[src/rtl/core/fitch_parsimony_site_combine_macros.svh]
// ----------------------------------------------------------------------------
// fitch_parsimony_site_combine_macros
// assertion macros used by the site combine rtl
// ----------------------------------------------------------------------------
`ifndef FITCH_PARSIMONY_SITE_COMBINE_MACROS_SVH
`define FITCH_PARSIMONY_SITE_COMBINE_MACROS_SVH

// implication checked in the same cycle
`define FPSC_ASSERT_IMPL(label, clk, rst_n, ante, cons) \
    label: assert property (@(posedge clk) disable iff (!rst_n) (ante) |-> (cons)) \
        else $error("fpsc assertion failed");

// implication checked in the next cycle
`define FPSC_ASSERT_NEXT(label, clk, rst_n, ante, cons) \
    label: assert property (@(posedge clk) disable iff (!rst_n) (ante) |=> (cons)) \
        else $error("fpsc assertion failed");

`endif

[src/rtl/core/fpsc_pkg.sv]
// ----------------------------------------------------------------------------
// fpsc_pkg
// types and constants of the fitch parsimony site combine
// ----------------------------------------------------------------------------
`timescale 1ns / 1ps

package fpsc_pkg;

    localparam int SET_W     = 5;
    localparam int WEIGHT_W  = 16;
    localparam int COST_W    = 32;
    localparam int GAP_IDX   = 4;
    localparam int CFG_IDX_W = 1;
    localparam int CFG_DATA_W = 1;

    localparam logic [COST_W-1:0] COST_MAX = {COST_W{1'b1}};

    localparam logic [CFG_IDX_W-1:0] CFG_MERGE_GAP_RUNS   = 1'b0;
    localparam logic [CFG_IDX_W-1:0] CFG_STRIP_MIXED_GAPS = 1'b1;

    typedef struct packed {
        logic [SET_W-1:0]    left_set;
        logic [SET_W-1:0]    right_set;
        logic [WEIGHT_W-1:0] site_weight;
        logic                first_site;
        logic                last_site;
    } fpsc_site_t;

    typedef struct packed {
        logic [SET_W-1:0]  parent_set;
        logic              mutation_counted;
        logic [COST_W-1:0] total_cost;
        logic              cost_overflow;
        logic              final_site;
    } fpsc_result_t;

    typedef struct packed {
        logic merge_gap_runs;
        logic strip_mixed_gaps;
    } fpsc_cfg_t;

    typedef struct packed {
        logic first_site;
        logic counted;
    } fpsc_site_ctl_t;

endpackage

[src/rtl/core/fpsc_interfaces.sv]
// ----------------------------------------------------------------------------
// fpsc_interfaces
// valid/ready channels for site beats and result beats
// ----------------------------------------------------------------------------
`timescale 1ns / 1ps

interface fpsc_site_if;
    import fpsc_pkg::*;

    logic       valid;
    logic       ready;
    fpsc_site_t payload;

    modport source (output valid, output payload, input ready);
    modport sink (input valid, input payload, output ready);
endinterface

interface fpsc_result_if;
    import fpsc_pkg::*;

    logic         valid;
    logic         ready;
    fpsc_result_t payload;

    modport source (output valid, output payload, input ready);
    modport sink (input valid, input payload, output ready);
endinterface

[src/rtl/core/fpsc_in_stage.sv]
// ----------------------------------------------------------------------------
// fpsc_in_stage
// input register for one site beat
// ----------------------------------------------------------------------------
`timescale 1ns / 1ps

module fpsc_in_stage (
    input  logic                clk,
    input  logic                rst_n,
    fpsc_site_if.sink           sites,
    input  logic                advance,
    output logic                stage_valid,
    output fpsc_pkg::fpsc_site_t stage_site
);
    import fpsc_pkg::*;

    logic       valid_reg;
    logic       valid_next;
    fpsc_site_t site_reg;
    logic       take;

    assign sites.ready = !valid_reg || advance;
    assign take        = sites.valid && sites.ready;

    always_comb
    begin
        valid_next = valid_reg;
        if (take)
        begin
            valid_next = 1'b1;
        end
        else if (advance)
        begin
            valid_next = 1'b0;
        end
    end

    always_ff @(posedge clk or negedge rst_n)
    begin
        if (!rst_n)
        begin
            valid_reg <= 1'b0;
        end
        else
        begin
            valid_reg <= valid_next;
        end
    end

    always_ff @(posedge clk)
    begin
        if (take)
        begin
            site_reg <= sites.payload;
        end
    end

    assign stage_valid = valid_reg;
    assign stage_site  = site_reg;

endmodule

[src/rtl/core/fpsc_set_unit.sv]
// ----------------------------------------------------------------------------
// fpsc_set_unit
// fitch set combine with gap-run merge, mixed-gap strip and gap history
// ----------------------------------------------------------------------------
`timescale 1ns / 1ps

module fpsc_set_unit (
    input  logic                        clk,
    input  logic                        rst_n,
    input  logic                        advance,
    input  fpsc_pkg::fpsc_cfg_t         cfg,
    input  fpsc_pkg::fpsc_site_t        site,
    output logic [fpsc_pkg::SET_W-1:0]  parent_set,
    output fpsc_pkg::fpsc_site_ctl_t    ctl
);
    import fpsc_pkg::*;

    logic             prev_left_gap_reg;
    logic             prev_right_gap_reg;
    logic             prev_parent_gap_reg;
    logic [SET_W-1:0] isect;
    logic [SET_W-1:0] uni;
    logic [SET_W-1:0] raw_set;
    logic             mismatch;
    logic             left_gap;
    logic             right_gap;
    logic             gap_run;
    logic             merged;
    logic             strip;

    assign isect     = site.left_set & site.right_set;
    assign uni       = site.left_set | site.right_set;
    assign mismatch  = (isect == '0);
    assign left_gap  = site.left_set[GAP_IDX];
    assign right_gap = site.right_set[GAP_IDX];

    // a child stays in a gap, and the children were not both gapped before
    assign gap_run = ((left_gap && prev_left_gap_reg) || (right_gap && prev_right_gap_reg))
                     && !(prev_left_gap_reg && prev_right_gap_reg);

    assign merged = mismatch && cfg.merge_gap_runs && !site.first_site && uni[GAP_IDX]
                    && prev_parent_gap_reg && gap_run;

    assign raw_set = mismatch ? uni : isect;

    assign strip = !merged && cfg.strip_mixed_gaps && raw_set[GAP_IDX]
                   && (raw_set[GAP_IDX-1:0] != '0);

    always_comb
    begin
        parent_set = raw_set;
        if (strip)
        begin
            parent_set[GAP_IDX] = 1'b0;
        end
    end

    assign ctl.first_site = site.first_site;
    assign ctl.counted    = mismatch && !merged;

    always_ff @(posedge clk or negedge rst_n)
    begin
        if (!rst_n)
        begin
            prev_left_gap_reg   <= 1'b0;
            prev_right_gap_reg  <= 1'b0;
            prev_parent_gap_reg <= 1'b0;
        end
        else if (advance)
        begin
            prev_left_gap_reg   <= left_gap;
            prev_right_gap_reg  <= right_gap;
            prev_parent_gap_reg <= parent_set[GAP_IDX];
        end
    end

endmodule

[src/rtl/core/fpsc_cost_unit.sv]
// ----------------------------------------------------------------------------
// fpsc_cost_unit
// saturating weighted cost accumulator with overflow flag
// ----------------------------------------------------------------------------
`timescale 1ns / 1ps

module fpsc_cost_unit (
    input  logic                          clk,
    input  logic                          rst_n,
    input  logic                          advance,
    input  fpsc_pkg::fpsc_site_ctl_t      ctl,
    input  logic [fpsc_pkg::WEIGHT_W-1:0] site_weight,
    output logic [fpsc_pkg::COST_W-1:0]   cost_next,
    output logic                          overflow_next
);
    import fpsc_pkg::*;

    logic [COST_W-1:0] cost_reg;
    logic              overflow_reg;
    logic [COST_W-1:0] cost_base;
    logic              overflow_base;
    logic [COST_W:0]   sum;

    // first site restarts the pair
    assign cost_base     = ctl.first_site ? '0 : cost_reg;
    assign overflow_base = ctl.first_site ? 1'b0 : overflow_reg;

    assign sum = {1'b0, cost_base} + {{(COST_W+1-WEIGHT_W){1'b0}}, site_weight};

    always_comb
    begin
        cost_next     = cost_base;
        overflow_next = overflow_base;
        if (ctl.counted)
        begin
            if (sum[COST_W])
            begin
                cost_next     = COST_MAX;
                overflow_next = 1'b1;
            end
            else
            begin
                cost_next = sum[COST_W-1:0];
            end
        end
    end

    always_ff @(posedge clk or negedge rst_n)
    begin
        if (!rst_n)
        begin
            cost_reg     <= '0;
            overflow_reg <= 1'b0;
        end
        else if (advance)
        begin
            cost_reg     <= cost_next;
            overflow_reg <= overflow_next;
        end
    end

endmodule

[src/rtl/core/fitch_parsimony_site_combine.sv]
// ----------------------------------------------------------------------------
// fitch_parsimony_site_combine
// Combines the aligned base sets of two child sequences into the Fitch parent
// set, one site per beat, and keeps a saturating weighted mutation cost that
// rides along with every result and is final on the beat marked final_site.
// A site beat is registered on entry, combined and added to the cost from that
// input register, and the result is registered on the way out, so a result
// passes the input and the output register and can stall in either while
// results are not taken; a new site is accepted every cycle while results are
// taken. The loop through the 32-bit saturating adder and the one-bit gap
// history sets that rate.
// The user must write merge_gap_runs and strip_mixed_gaps on the cfg port only
// while the block is idle, which the block does not enforce; both reset to 1.
// ----------------------------------------------------------------------------
`timescale 1ns / 1ps
`include "fitch_parsimony_site_combine_macros.svh"

module fitch_parsimony_site_combine (
    input  logic                            clk,
    input  logic                            rst_n,
    input  logic                            cfg_we,
    input  logic [fpsc_pkg::CFG_IDX_W-1:0]  cfg_index,
    input  logic [fpsc_pkg::CFG_DATA_W-1:0] cfg_wdata,
    fpsc_site_if.sink                       sites,
    fpsc_result_if.source                   results
);
    import fpsc_pkg::*;

    fpsc_cfg_t        cfg_reg;
    fpsc_cfg_t        cfg_next;
    logic             stage_valid;
    fpsc_site_t       stage_site;
    logic             advance;
    logic [SET_W-1:0] parent_set;
    fpsc_site_ctl_t   ctl;
    logic [COST_W-1:0] cost_next;
    logic             overflow_next;
    logic             out_valid_reg;
    logic             out_valid_next;
    fpsc_result_t     out_reg;
    fpsc_result_t     out_next;

    always_comb
    begin
        cfg_next = cfg_reg;
        if (cfg_we)
        begin
            unique case (cfg_index)
                CFG_MERGE_GAP_RUNS:   cfg_next.merge_gap_runs   = cfg_wdata[0];
                CFG_STRIP_MIXED_GAPS: cfg_next.strip_mixed_gaps = cfg_wdata[0];
                default:              cfg_next = cfg_reg;
            endcase
        end
    end

    always_ff @(posedge clk or negedge rst_n)
    begin
        if (!rst_n)
        begin
            cfg_reg.merge_gap_runs   <= 1'b1;
            cfg_reg.strip_mixed_gaps <= 1'b1;
        end
        else
        begin
            cfg_reg <= cfg_next;
        end
    end

    assign advance = stage_valid && (!out_valid_reg || results.ready);

    fpsc_in_stage u_in_stage (
        .clk         (clk),
        .rst_n       (rst_n),
        .sites       (sites),
        .advance     (advance),
        .stage_valid (stage_valid),
        .stage_site  (stage_site)
    );

    fpsc_set_unit u_set_unit (
        .clk        (clk),
        .rst_n      (rst_n),
        .advance    (advance),
        .cfg        (cfg_reg),
        .site       (stage_site),
        .parent_set (parent_set),
        .ctl        (ctl)
    );

    fpsc_cost_unit u_cost_unit (
        .clk           (clk),
        .rst_n         (rst_n),
        .advance       (advance),
        .ctl           (ctl),
        .site_weight   (stage_site.site_weight),
        .cost_next     (cost_next),
        .overflow_next (overflow_next)
    );

    always_comb
    begin
        out_next.parent_set       = parent_set;
        out_next.mutation_counted = ctl.counted;
        out_next.total_cost       = cost_next;
        out_next.cost_overflow    = overflow_next;
        out_next.final_site       = stage_site.last_site;
    end

    always_comb
    begin
        out_valid_next = out_valid_reg;
        if (advance)
        begin
            out_valid_next = 1'b1;
        end
        else if (results.ready)
        begin
            out_valid_next = 1'b0;
        end
    end

    always_ff @(posedge clk or negedge rst_n)
    begin
        if (!rst_n)
        begin
            out_valid_reg <= 1'b0;
        end
        else
        begin
            out_valid_reg <= out_valid_next;
        end
    end

    always_ff @(posedge clk)
    begin
        if (advance)
        begin
            out_reg <= out_next;
        end
    end

    assign results.valid   = out_valid_reg;
    assign results.payload = out_reg;

    `FPSC_ASSERT_IMPL(a_stall_blocks_input, clk, rst_n, stage_valid && results.valid && !results.ready, !sites.ready)
    `FPSC_ASSERT_NEXT(a_advance_gives_result, clk, rst_n, advance, results.valid)
    `FPSC_ASSERT_IMPL(a_overflow_saturates, clk, rst_n, results.valid && results.payload.cost_overflow, results.payload.total_cost == COST_MAX)
    `FPSC_ASSERT_IMPL(a_match_not_counted, clk, rst_n, advance && ((stage_site.left_set & stage_site.right_set) != '0), !ctl.counted)

endmodule
[src/flat_wrapper.sv]
// flat-port wrapper written by rule: the top's interface ports become plain ports
module fitch_parsimony_site_combine_flat import fpsc_pkg::*;
  (clk, rst_n, cfg_we, cfg_index, cfg_wdata, sites_valid, sites_payload, sites_ready, results_valid, results_payload, results_ready);
  fpsc_site_if sites_i ();
  fpsc_result_if results_i ();
  input  logic clk;
  input  logic rst_n;
  input  logic cfg_we;
  input  logic [fpsc_pkg::CFG_IDX_W-1:0] cfg_index;
  input  logic [fpsc_pkg::CFG_DATA_W-1:0] cfg_wdata;
  input wire logic [$bits(sites_i.valid)-1:0] sites_valid;
  input wire logic [$bits(sites_i.payload)-1:0] sites_payload;
  output wire logic [$bits(sites_i.ready)-1:0] sites_ready;
  output wire logic [$bits(results_i.valid)-1:0] results_valid;
  output wire logic [$bits(results_i.payload)-1:0] results_payload;
  input wire logic [$bits(results_i.ready)-1:0] results_ready;
  assign sites_i.valid = sites_valid;
  assign sites_i.payload = sites_payload;
  assign sites_ready = sites_i.ready;
  assign results_valid = results_i.valid;
  assign results_payload = results_i.payload;
  assign results_i.ready = results_ready;
  fitch_parsimony_site_combine u_core (.clk(clk), .rst_n(rst_n), .cfg_we(cfg_we), .cfg_index(cfg_index), .cfg_wdata(cfg_wdata), .sites(sites_i), .results(results_i));
endmodule
[config.mk]
export PLATFORM = sky130hd
export DESIGN_NAME = fitch_parsimony_site_combine_flat
export DESIGN_NICKNAME = d
export VERILOG_FILES = /design/src/rtl/core/fpsc_pkg.sv /design/src/rtl/core/fpsc_interfaces.sv /design/src/rtl/core/fpsc_in_stage.sv /design/src/rtl/core/fpsc_set_unit.sv /design/src/rtl/core/fpsc_cost_unit.sv /design/src/rtl/core/fitch_parsimony_site_combine.sv /design/src/flat_wrapper.sv
export VERILOG_INCLUDE_DIRS = /design/src /design/src/rtl/core
export SDC_FILE = /design/constraint.sdc
export NUM_CORES = 1
export LEC_CHECK = 0
export ABC_AREA = 0
export BUFFER_PORTS_ARGS = -buffer_cell sky130_fd_sc_hd__buf_2
export CAP_MARGIN = 15
export CORE_MARGIN = 2
export CORE_UTILIZATION = 45
export CTS_CLUSTER_DIAMETER = 50
export DETAILED_ROUTE_END_ITERATION = 10
export PLACE_DENSITY = 0.67
export SYNTH_ARGS = -nofsm -noshare
export SYNTH_HDL_FRONTEND = slang
export SYNTH_SLANG_ARGS = --single-unit
[constraint.sdc]
create_clock -name clk -period 3.2 [get_ports clk]
set_input_delay 0.32 -clock clk [delete_from_list [all_inputs] [get_ports clk]]
set_output_delay 0.32 -clock clk [all_outputs]
set_load 0.03 [all_outputs]
==> impl_metrics.prom, run 1 <==
# TYPE chip_impl_metric gauge
chip_impl_metric{name="r2r_slack",unit="ns"} 0.18
chip_impl_metric{name="vias",unit=""} 4167
chip_impl_metric{name="cts_inserted_buffers",unit=""} 9
chip_impl_metric{name="postLayoutSetupSlackWorst",unit="ns"} 0.1785
chip_impl_info{name="yosys_most_used_dff",value="sky130_fd_sc_hd__edfxtp_1"} 1
chip_impl_metric{name="final_antenna_net_count",unit=""} 0
chip_impl_metric{name="floorplan.core_area",unit="sq um"} 12520
chip_impl_metric{name="antenna_cells",unit=""} 0
chip_impl_metric{name="final_core_util",unit=""} 0.5319
chip_impl_metric{name="worst_ir_drop_vdd",unit="uV"} 344.9
chip_impl_metric{name="layoutNonFillerInstCount",unit=""} 769
chip_impl_metric{name="detailedRoute.firstPassIterationCount",unit=""} 7
chip_impl_metric{name="setup-violations-final",unit=""} 0
chip_impl_info{name="cts_tree",value="yes"} 1
chip_impl_metric{name="synth_enable_flop_cells",unit=""} 68
chip_impl_metric{name="initial_core_util",unit=""} 0.4567
chip_impl_info{name="end_kind",value="flop"} 1
chip_impl_metric{name="worstPathArrival",unit="ns"} 3.27
chip_impl_metric{name="largest_register_ff_count",unit=""} 40
chip_impl_info{name="top_library_cells_by_usage_in_the_layout_fill_and_taps_aside",value="sky130_fd_sc_hd__buf_2, sky130_fd_sc_hd__edfxtp_1, sky130_fd_sc_hd__nand2_1"} 1
chip_impl_metric{name="grt_max_degree",unit=""} 41
chip_impl_info{name="cts_root_buf",value="sky130_fd_sc_hd__clkbuf_16"} 1
chip_impl_metric{name="cts_sinks",unit=""} 108
chip_impl_metric{name="net_count_final",unit=""} 644
chip_impl_metric{name="hold_slack",unit="ns"} 0.1197
chip_impl_metric{name="placement.cell_area",unit="sq um"} 6320
chip_impl_metric{name="grt_pass1_wl",unit="mm"} 20.28
chip_impl_metric{name="fill_cells",unit=""} 1135
chip_impl_metric{name="syn-instance-count",unit=""} 511
chip_impl_metric{name="routed_wire_length_per_instance",unit="um"} 16.08
chip_impl_info{name="final_common_cell",value="sky130_fd_sc_hd__buf_2"} 1
chip_impl_metric{name="final.min_clock_period",unit="ns"} 3.022
chip_impl_metric{name="timing.critical_path.slowest_cell_delay",unit="ns"} 0.43
chip_impl_metric{name="design.portCount",unit=""} 77
chip_impl_metric{name="post_drt_via_cell_ratio",unit=""} 5.419
chip_impl_metric{name="hpwlAfterDp",unit="mm"} 8.733
chip_impl_info{name="start_kind",value="flop"} 1
chip_impl_metric{name="die-height",unit="um"} 116.7
chip_impl_info{name="run_status",value="complete, no violations"} 1
chip_impl_metric{name="cellPowerDensity",unit="nW/um^2"} 596.2
chip_impl_info{name="path_delay_family",value="compound AO/OA/AOI/OAI gates"} 1
chip_impl_metric{name="dr.first_iter.drc_count",unit=""} 180
chip_impl_metric{name="critPathMaxFanout",unit=""} 8
chip_impl_metric{name="synthesis.nets",unit=""} 563
chip_impl_metric{name="design_area",unit="sq um"} 6658
chip_impl_info{name="hold_path.class",value="in -> async"} 1
chip_impl_metric{name="totalNegativeSetupSlack",unit="ns"} 0
chip_impl_metric{name="clk_pin_slew_worst_paths",unit="ns"} 0.07
chip_impl_metric{name="postCtsHoldBufs",unit=""} 0
chip_impl_metric{name="critPathRequiredTime",unit="ns"} 3.45
chip_impl_metric{name="total_power",unit="mW"} 3.969
chip_impl_metric{name="finalCritPeriodShare",unit=""} 0.9442
chip_impl_metric{name="proportion_of_layout_cells_with_a_drive_suffix_above_1",unit=""} 0.2379
chip_impl_info{name="timing.critical_path.cells",value="nor2b_1 -> ha_1 -> fa_1 -> a211oi_1 -> o211ai_1 -> nand2_1 -> a21o_1 -> o21ai_1 -> o22a_1 -> mux2_2"} 1
chip_impl_metric{name="hold_viol_final",unit=""} 0
chip_impl_metric{name="count_of_different_cell_masters_after_synthesis",unit=""} 70
chip_impl_metric{name="placementRows",unit=""} 41
chip_impl_metric{name="ctsLongestPathBuffers",unit=""} 2
chip_impl_metric{name="io_buffer_count",unit=""} 76
chip_impl_metric{name="synth.cell_area",unit="sq um"} 5717
chip_impl_metric{name="worstRegToRegCells",unit=""} 10
chip_impl_metric{name="power_leakage",unit="nW"} 2.782
chip_impl_metric{name="cp_num_buf_inv",unit=""} 0
chip_impl_metric{name="die_area",unit="sq um"} 13620
chip_impl_metric{name="max_cap_violations",unit=""} 0
chip_impl_metric{name="yosys_warnings",unit=""} 0
chip_impl_metric{name="final.setup_skew",unit="ns"} 0.007967
chip_impl_info{name="critPathKind",value="reg -> reg"} 1
chip_impl_metric{name="maxSlewHeadroom",unit=""} 0.3395
chip_impl_info{name="crit-reg2reg-launch",value="u_core.u_in_stage.stage_site[1]"} 1
chip_impl_metric{name="via_count_of_the_first_global_routing_pass",unit=""} 4086
chip_impl_metric{name="globalRoute.totalOverflow",unit=""} 0
chip_impl_metric{name="insertion_delay",unit="ns"} 0.36
chip_impl_metric{name="clock_tree.htree_level_count",unit=""} 3
chip_impl_metric{name="dpl.cell_count",unit=""} 751
chip_impl_metric{name="slew_violations",unit=""} 0
chip_impl_metric{name="ys_ff_latch",unit=""} 108
chip_impl_metric{name="gpl.final_weighted_congestion",unit=""} 0.9100
chip_impl_info{name="critical_path.slowest_cell",value="sky130_fd_sc_hd__edfxtp_1"} 1
chip_impl_metric{name="antenna_found_initial",unit=""} 0
chip_impl_metric{name="max_clock_freq",unit="MHz"} 331.0
chip_impl_metric{name="synthArstFlopShare",unit=""} 0.3704
chip_impl_metric{name="detailedPlace.worstSlack",unit="ns"} 0.05905
chip_impl_metric{name="drc",unit=""} 0
chip_impl_metric{name="worst-slew-pin-transition",unit="ns"} 0.9907
chip_impl_metric{name="synthesis.area_per_instance",unit="sq um"} 11.19
chip_impl_metric{name="floorplan.die.width",unit="um"} 116.7
chip_impl_metric{name="synthToLayoutAreaGrowth",unit="%"} 16.46
chip_impl_metric{name="grt.total_usage",unit=""} 0.1934
chip_impl_info{name="critical_path.reg2reg.endpoint",value="u_core.u_cost_unit.cost_reg[1]"} 1
chip_impl_metric{name="synth_seq_area_share",unit=""} 0.5327
chip_impl_metric{name="detailed_route_wire_length",unit="mm"} 12.37
how the worst max path moves through the flow:
stage / depth (start not counted) / end / startpoint / slack [ns]
floorplan: 13 / u_core.results.payload[28] / u_core.u_in_stage.stage_site[1] / 0.08
global route: 10 / u_core.u_cost_unit.cost_reg[1] / u_core.u_in_stage.stage_site[1] / -0.02
finish: 10 / u_core.u_cost_unit.cost_reg[1] / u_core.u_in_stage.stage_site[1] / 0.18
global placement: 10 / u_core.u_cost_unit.cost_reg[6] / u_core.u_cost_unit.cost_reg[0] / 0.15
CTS: 10 / u_core.u_cost_unit.cost_reg[7] / u_core.u_cost_unit.cost_reg[0] / 0.05
detailed placement: 10 / u_core.u_cost_unit.cost_reg[7] / u_core.u_cost_unit.cost_reg[0] / 0.06
kinds of logic (layout without fill, tap and decap cells):
family                     Yosys count  after routing  share of synthesized area
xor gates and xnor gates            26             26                    0.03983
DFF                                108            108                     0.5327
adders and majority gates           22             22                    0.04728
AOI/OAI and AO/OA                  116            116                     0.1342
muxes                               23             23                    0.04290
and+or+nand+nor                    182            182                     0.1755
buffers and inverters               34            120                    0.02758
where the power goes:
part	switching, mW	total (mW)	internal [mW]
clock network	0.489	1.17	0.679
registers	0.0818	1.77	1.69
logic	0.628	1.03	0.400
synthesized netlist by cell type, types with 3 or more instances:
library cell / n / area, sq um
sky130_fd_sc_hd__a211oi_1: 3 / 22.52
sky130_fd_sc_hd__a21o_1: 12 / 90.09
sky130_fd_sc_hd__a21oi_1: 34 / 170.2
sky130_fd_sc_hd__a2bb2oi_1: 4 / 35.03
sky130_fd_sc_hd__a31oi_1: 8 / 50.05
sky130_fd_sc_hd__and2_1: 5 / 31.28
sky130_fd_sc_hd__and3_1: 4 / 25.02
sky130_fd_sc_hd__buf_2: 4 / 20.02
sky130_fd_sc_hd__clkbuf_1: 12 / 45.04
sky130_fd_sc_hd__dfrtp_1: 38 / 950.9
sky130_fd_sc_hd__edfxtp_1: 68 / 2042
sky130_fd_sc_hd__ha_1: 16 / 200.2
sky130_fd_sc_hd__inv_1: 10 / 37.54
sky130_fd_sc_hd__maj3_1: 5 / 50.05
sky130_fd_sc_hd__mux2_2: 11 / 123.9
sky130_fd_sc_hd__mux2i_1: 11 / 110.1
sky130_fd_sc_hd__nand2_1: 57 / 214.0
sky130_fd_sc_hd__nand2b_1: 7 / 43.79
sky130_fd_sc_hd__nand3_1: 10 / 50.05
sky130_fd_sc_hd__nand4_1: 7 / 43.79
sky130_fd_sc_hd__nor2_1: 31 / 116.4
sky130_fd_sc_hd__nor2b_1: 28 / 175.2
sky130_fd_sc_hd__nor3_1: 8 / 40.04
sky130_fd_sc_hd__o2111ai_1: 4 / 35.03
sky130_fd_sc_hd__o211ai_1: 10 / 75.07
sky130_fd_sc_hd__o21a_1: 3 / 22.52
sky130_fd_sc_hd__o21ai_0: 19 / 95.09
sky130_fd_sc_hd__o221ai_1: 4 / 35.03
sky130_fd_sc_hd__o22a_1: 3 / 26.28
sky130_fd_sc_hd__xnor2_1: 23 / 201.4
sky130_fd_sc_hd__xor2_1: 3 / 26.28
worst reg2reg max path, cell delays in order, from the launching register on:
cell                       delay, ns
sky130_fd_sc_hd__edfxtp_1       0.43
sky130_fd_sc_hd__nor2b_1        0.09
sky130_fd_sc_hd__ha_1           0.23
sky130_fd_sc_hd__fa_1           0.44
sky130_fd_sc_hd__a211oi_1       0.37
sky130_fd_sc_hd__o211ai_1       0.12
sky130_fd_sc_hd__nand2_1        0.14
sky130_fd_sc_hd__a21o_1         0.36
sky130_fd_sc_hd__o21ai_1        0.21
sky130_fd_sc_hd__o22a_1         0.25
sky130_fd_sc_hd__mux2_2         0.27
layout make-up:
class / count / area [sq um] / area share
clock buffers: 10 / 229.0 / 0.03439
clock inverters: 6 / 78.83 / 0.01184
inverters: 11 / 42.54 / 0.006390
multi-input cells: 369 / 2539 / 0.3813
flip-flops and latches: 108 / 3045 / 0.4574
well taps: 172 / 215.2 / 0.03232
repair buffers: 93 / 508.0 / 0.07630
per-layer routing:
| metal | track usage | wire, um | vias to the layer above |
|---|---|---|---|
| met5 | 0 | 0 | - |
| met2 | 0.3229 | 6131 | 98 |
| li1 | - | - | 2046 |
| met3 | 0.03581 | 493 | 23 |
| met4 | 0.08863 | 317 | 0 |
| met1 | 0.2450 | 5427 | 2000 |
timing repair:
| item | 4_1_cts | 5_1_grt |
|---|---|---|
| resized for setup | 0 | 6 |
| endpoints found under the setup margin | 0 | 34 |
| buffers inserted | 0 | 2 |
(Power assumes the default switching activity.)
==> run 2: changes to the inputs <==
CORE_MARGIN = not set   (was 2)
GPL_TIMING_DRIVEN = 0   (was not set)
==> impl_metrics.prom, run 2 (synthesized netlist as in run 1, its figures left out) <==
# TYPE chip_impl_metric gauge
chip_impl_metric{name="hpwlAfterDp",unit="mm"} 9.607
chip_impl_metric{name="cellPowerDensity",unit="nW/um^2"} 583.2
chip_impl_metric{name="final_core_util",unit=""} 0.5624
chip_impl_metric{name="maxSlewHeadroom",unit=""} 0.3317
chip_impl_metric{name="final_antenna_net_count",unit=""} 0
chip_impl_metric{name="io_buffer_count",unit=""} 76
chip_impl_metric{name="die_area",unit="sq um"} 13160
chip_impl_metric{name="clock_tree.htree_level_count",unit=""} 3
chip_impl_metric{name="worst-slew-pin-transition",unit="ns"} 1.003
chip_impl_metric{name="post_drt_via_cell_ratio",unit=""} 5.464
chip_impl_metric{name="setup-violations-final",unit=""} 0
chip_impl_metric{name="globalRoute.totalOverflow",unit=""} 0
chip_impl_info{name="start_kind",value="flop"} 1
chip_impl_metric{name="detailed_route_wire_length",unit="mm"} 13.52
chip_impl_metric{name="cts_sinks",unit=""} 108
chip_impl_info{name="end_kind",value="flop"} 1
chip_impl_metric{name="final.min_clock_period",unit="ns"} 3.086
chip_impl_metric{name="ctsLongestPathBuffers",unit=""} 2
chip_impl_metric{name="antenna_cells",unit=""} 0
chip_impl_metric{name="dpl.cell_count",unit=""} 757
chip_impl_info{name="cts_tree",value="yes"} 1
chip_impl_metric{name="max_cap_violations",unit=""} 0
chip_impl_metric{name="detailedPlace.worstSlack",unit="ns"} -0.9746
chip_impl_metric{name="insertion_delay",unit="ns"} 0.36
chip_impl_info{name="crit-reg2reg-launch",value="u_core.u_in_stage.stage_site[1]"} 1
chip_impl_metric{name="gpl.final_weighted_congestion",unit=""} 0.8805
chip_impl_info{name="cts_root_buf",value="sky130_fd_sc_hd__clkbuf_16"} 1
chip_impl_metric{name="placementRows",unit=""} 40
chip_impl_metric{name="drc",unit=""} 0
chip_impl_metric{name="design.portCount",unit=""} 77
chip_impl_metric{name="final.setup_skew",unit="ns"} 0.01063
chip_impl_metric{name="grt.total_usage",unit=""} 0.2238
chip_impl_metric{name="critPathMaxFanout",unit=""} 10
chip_impl_info{name="top_library_cells_by_usage_in_the_layout_fill_and_taps_aside",value="sky130_fd_sc_hd__buf_2, sky130_fd_sc_hd__edfxtp_1, sky130_fd_sc_hd__nand2_1"} 1
chip_impl_metric{name="initial_core_util",unit=""} 0.4681
chip_impl_info{name="route.top_layer_used",value="met4"} 1
chip_impl_metric{name="met2WireLength",unit="mm"} 6.741
chip_impl_metric{name="die-height",unit="um"} 114.7
chip_impl_metric{name="via_count_of_the_first_global_routing_pass",unit=""} 4308
chip_impl_metric{name="wl_met1",unit="mm"} 5.964
chip_impl_metric{name="total_power",unit="mW"} 4.005
chip_impl_metric{name="floorplan.core_area",unit="sq um"} 12210
chip_impl_info{name="run_status",value="complete, no violations"} 1
chip_impl_metric{name="fill_cells",unit=""} 1060
chip_impl_metric{name="vias",unit=""} 4251
chip_impl_metric{name="power_leakage",unit="nW"} 2.853
chip_impl_metric{name="design_area",unit="sq um"} 6868
chip_impl_metric{name="hold_viol_final",unit=""} 0
chip_impl_info{name="final_common_cell",value="sky130_fd_sc_hd__buf_2"} 1
chip_impl_metric{name="worst_ir_drop_vdd",unit="uV"} 328.4
chip_impl_info{name="hold_path.class",value="in -> async"} 1
chip_impl_metric{name="slew_violations",unit=""} 0
chip_impl_metric{name="postCtsHoldBufs",unit=""} 0
chip_impl_metric{name="dr.first_iter.drc_count",unit=""} 200
chip_impl_metric{name="largest_register_ff_count",unit=""} 40
chip_impl_metric{name="synthToLayoutAreaGrowth",unit="%"} 20.14
chip_impl_metric{name="proportion_of_layout_cells_with_a_drive_suffix_above_1",unit=""} 0.2623
chip_impl_metric{name="max_clock_freq",unit="MHz"} 324.0
chip_impl_metric{name="critPathRequiredTime",unit="ns"} 3.47
chip_impl_metric{name="layoutNonFillerInstCount",unit=""} 778
chip_impl_metric{name="antenna_found_initial",unit=""} 0
chip_impl_metric{name="wl_met3",unit="um"} 509
chip_impl_metric{name="postLayoutSetupSlackWorst",unit="ns"} 0.1140
chip_impl_info{name="startpoint",value="u_core.u_in_stage.stage_site[1]"} 1
chip_impl_metric{name="net_count_final",unit=""} 657
chip_impl_metric{name="cts_inserted_buffers",unit=""} 9
chip_impl_metric{name="finalCritPeriodShare",unit=""} 0.9644
chip_impl_info{name="critPathKind",value="reg -> reg"} 1
chip_impl_metric{name="grt_max_degree",unit=""} 41
chip_impl_metric{name="floorplan.die.width",unit="um"} 114.7
chip_impl_metric{name="routed_wire_length_per_instance",unit="um"} 17.38
chip_impl_metric{name="detailedRoute.firstPassIterationCount",unit=""} 4
chip_impl_metric{name="clk_pin_slew_worst_paths",unit="ns"} 0.08
chip_impl_metric{name="grt_pass1_wl",unit="mm"} 22.06
chip_impl_metric{name="placement.cell_area",unit="sq um"} 6367
chip_impl_metric{name="worstPathArrival",unit="ns"} 3.35
run 2: cell count changes in the layout (fill, tap and decap cells not counted), moves of 3 or more:
cell	previous run	this run
sky130_fd_sc_hd__buf_4	17	11
sky130_fd_sc_hd__ha_1	16	10
sky130_fd_sc_hd__buf_6	0	4
sky130_fd_sc_hd__clkbuf_1	1	5
sky130_fd_sc_hd__clkbuf_2	0	3
sky130_fd_sc_hd__ha_2	0	3
sky130_fd_sc_hd__ha_4	0	3
run 2: area by class of cell:
type                            instances  area (sq um)  share of cell area
Tap cell                              168         210.2             0.03061
Buffer                                 20         137.6             0.02004
Multi-Input combinational cell        369          2648              0.3855
Timing Repair Buffer                   86         488.0             0.07105
Clock buffer                           10         239.0             0.03480
Clock inverter                          6         53.80            0.007834
Inverter                               11         46.29            0.006741
Sequential cell                       108          3045              0.4434
run 2: per-stage QoR:
| stage | setup TNS (ns) | hold WS [ns] |
|---|---|---|
| after CTS | 0 | 0.1236 |
| after global placement | -85.91 | 0.4088 |
| after global routing | -0.004077 | 0.1178 |
| after detailed placement | -46.15 | 0.4045 |
| final | 0 | 0.1268 |
| after floorplan | 0 | 0.02441 |
run 2: report_power, final:
| group | internal (mW) | switching (mW) | total [mW] |
|---|---|---|---|
| Sequential | 1.69 | 0.0851 | 1.78 |
| Combinational | 0.438 | 0.660 | 1.10 |
| Clock | 0.620 | 0.511 | 1.13 |
run 2: what timing repair did:
| item | in CTS | in global routing |
|---|---|---|
| gates resized for setup | 21 | 17 |
| gates cloned | 0 | 0 |
| buffers inserted | 3 | 5 |
| endpoints found under the setup margin | 66 | 44 |
| pin swaps | 2 | 4 |
run 2: routing by layer:
layer	GRT usage	vias to the layer above
met5	0	-
met4	0.09264	0
met3	0.04182	18
met2	0.3814	88
met1	0.2808	2075
li1	-	2070
run 2: path summary, 6_finish.rpt:
check	end	slack [ns]	cells after the start
setup / recovery	u_core.u_cost_unit.cost_reg[23]	0.11	12
min in group clk	u_core.u_in_stage.stage_site[17]	0.13	1
max in group asynchronous	u_core.u_cost_unit.cost_reg[13]	2.45	1
setup reg to reg	u_core.u_cost_unit.cost_reg[23]	0.11	12
hold / removal	u_core.u_cost_unit.cost_reg[9]	0.13	1
hold reg to reg	u_core.results.payload[0]	0.42	0
run 2: worst max-delay path, stage by stage, from the launching register on:
cell and delay (ns):
sky130_fd_sc_hd__edfxtp_1 0.45, sky130_fd_sc_hd__buf_6 0.18, sky130_fd_sc_hd__buf_6 0.15, sky130_fd_sc_hd__nor2b_1 0.22, sky130_fd_sc_hd__ha_1 0.34, sky130_fd_sc_hd__o211ai_1 0.29, sky130_fd_sc_hd__o21a_1 0.20, sky130_fd_sc_hd__o211ai_1 0.09
sky130_fd_sc_hd__buf_4 0.16, sky130_fd_sc_hd__a21oi_4 0.31, sky130_fd_sc_hd__nor4b_2 0.12, sky130_fd_sc_hd__mux2_1 0.30, sky130_fd_sc_hd__o221ai_1 0.18
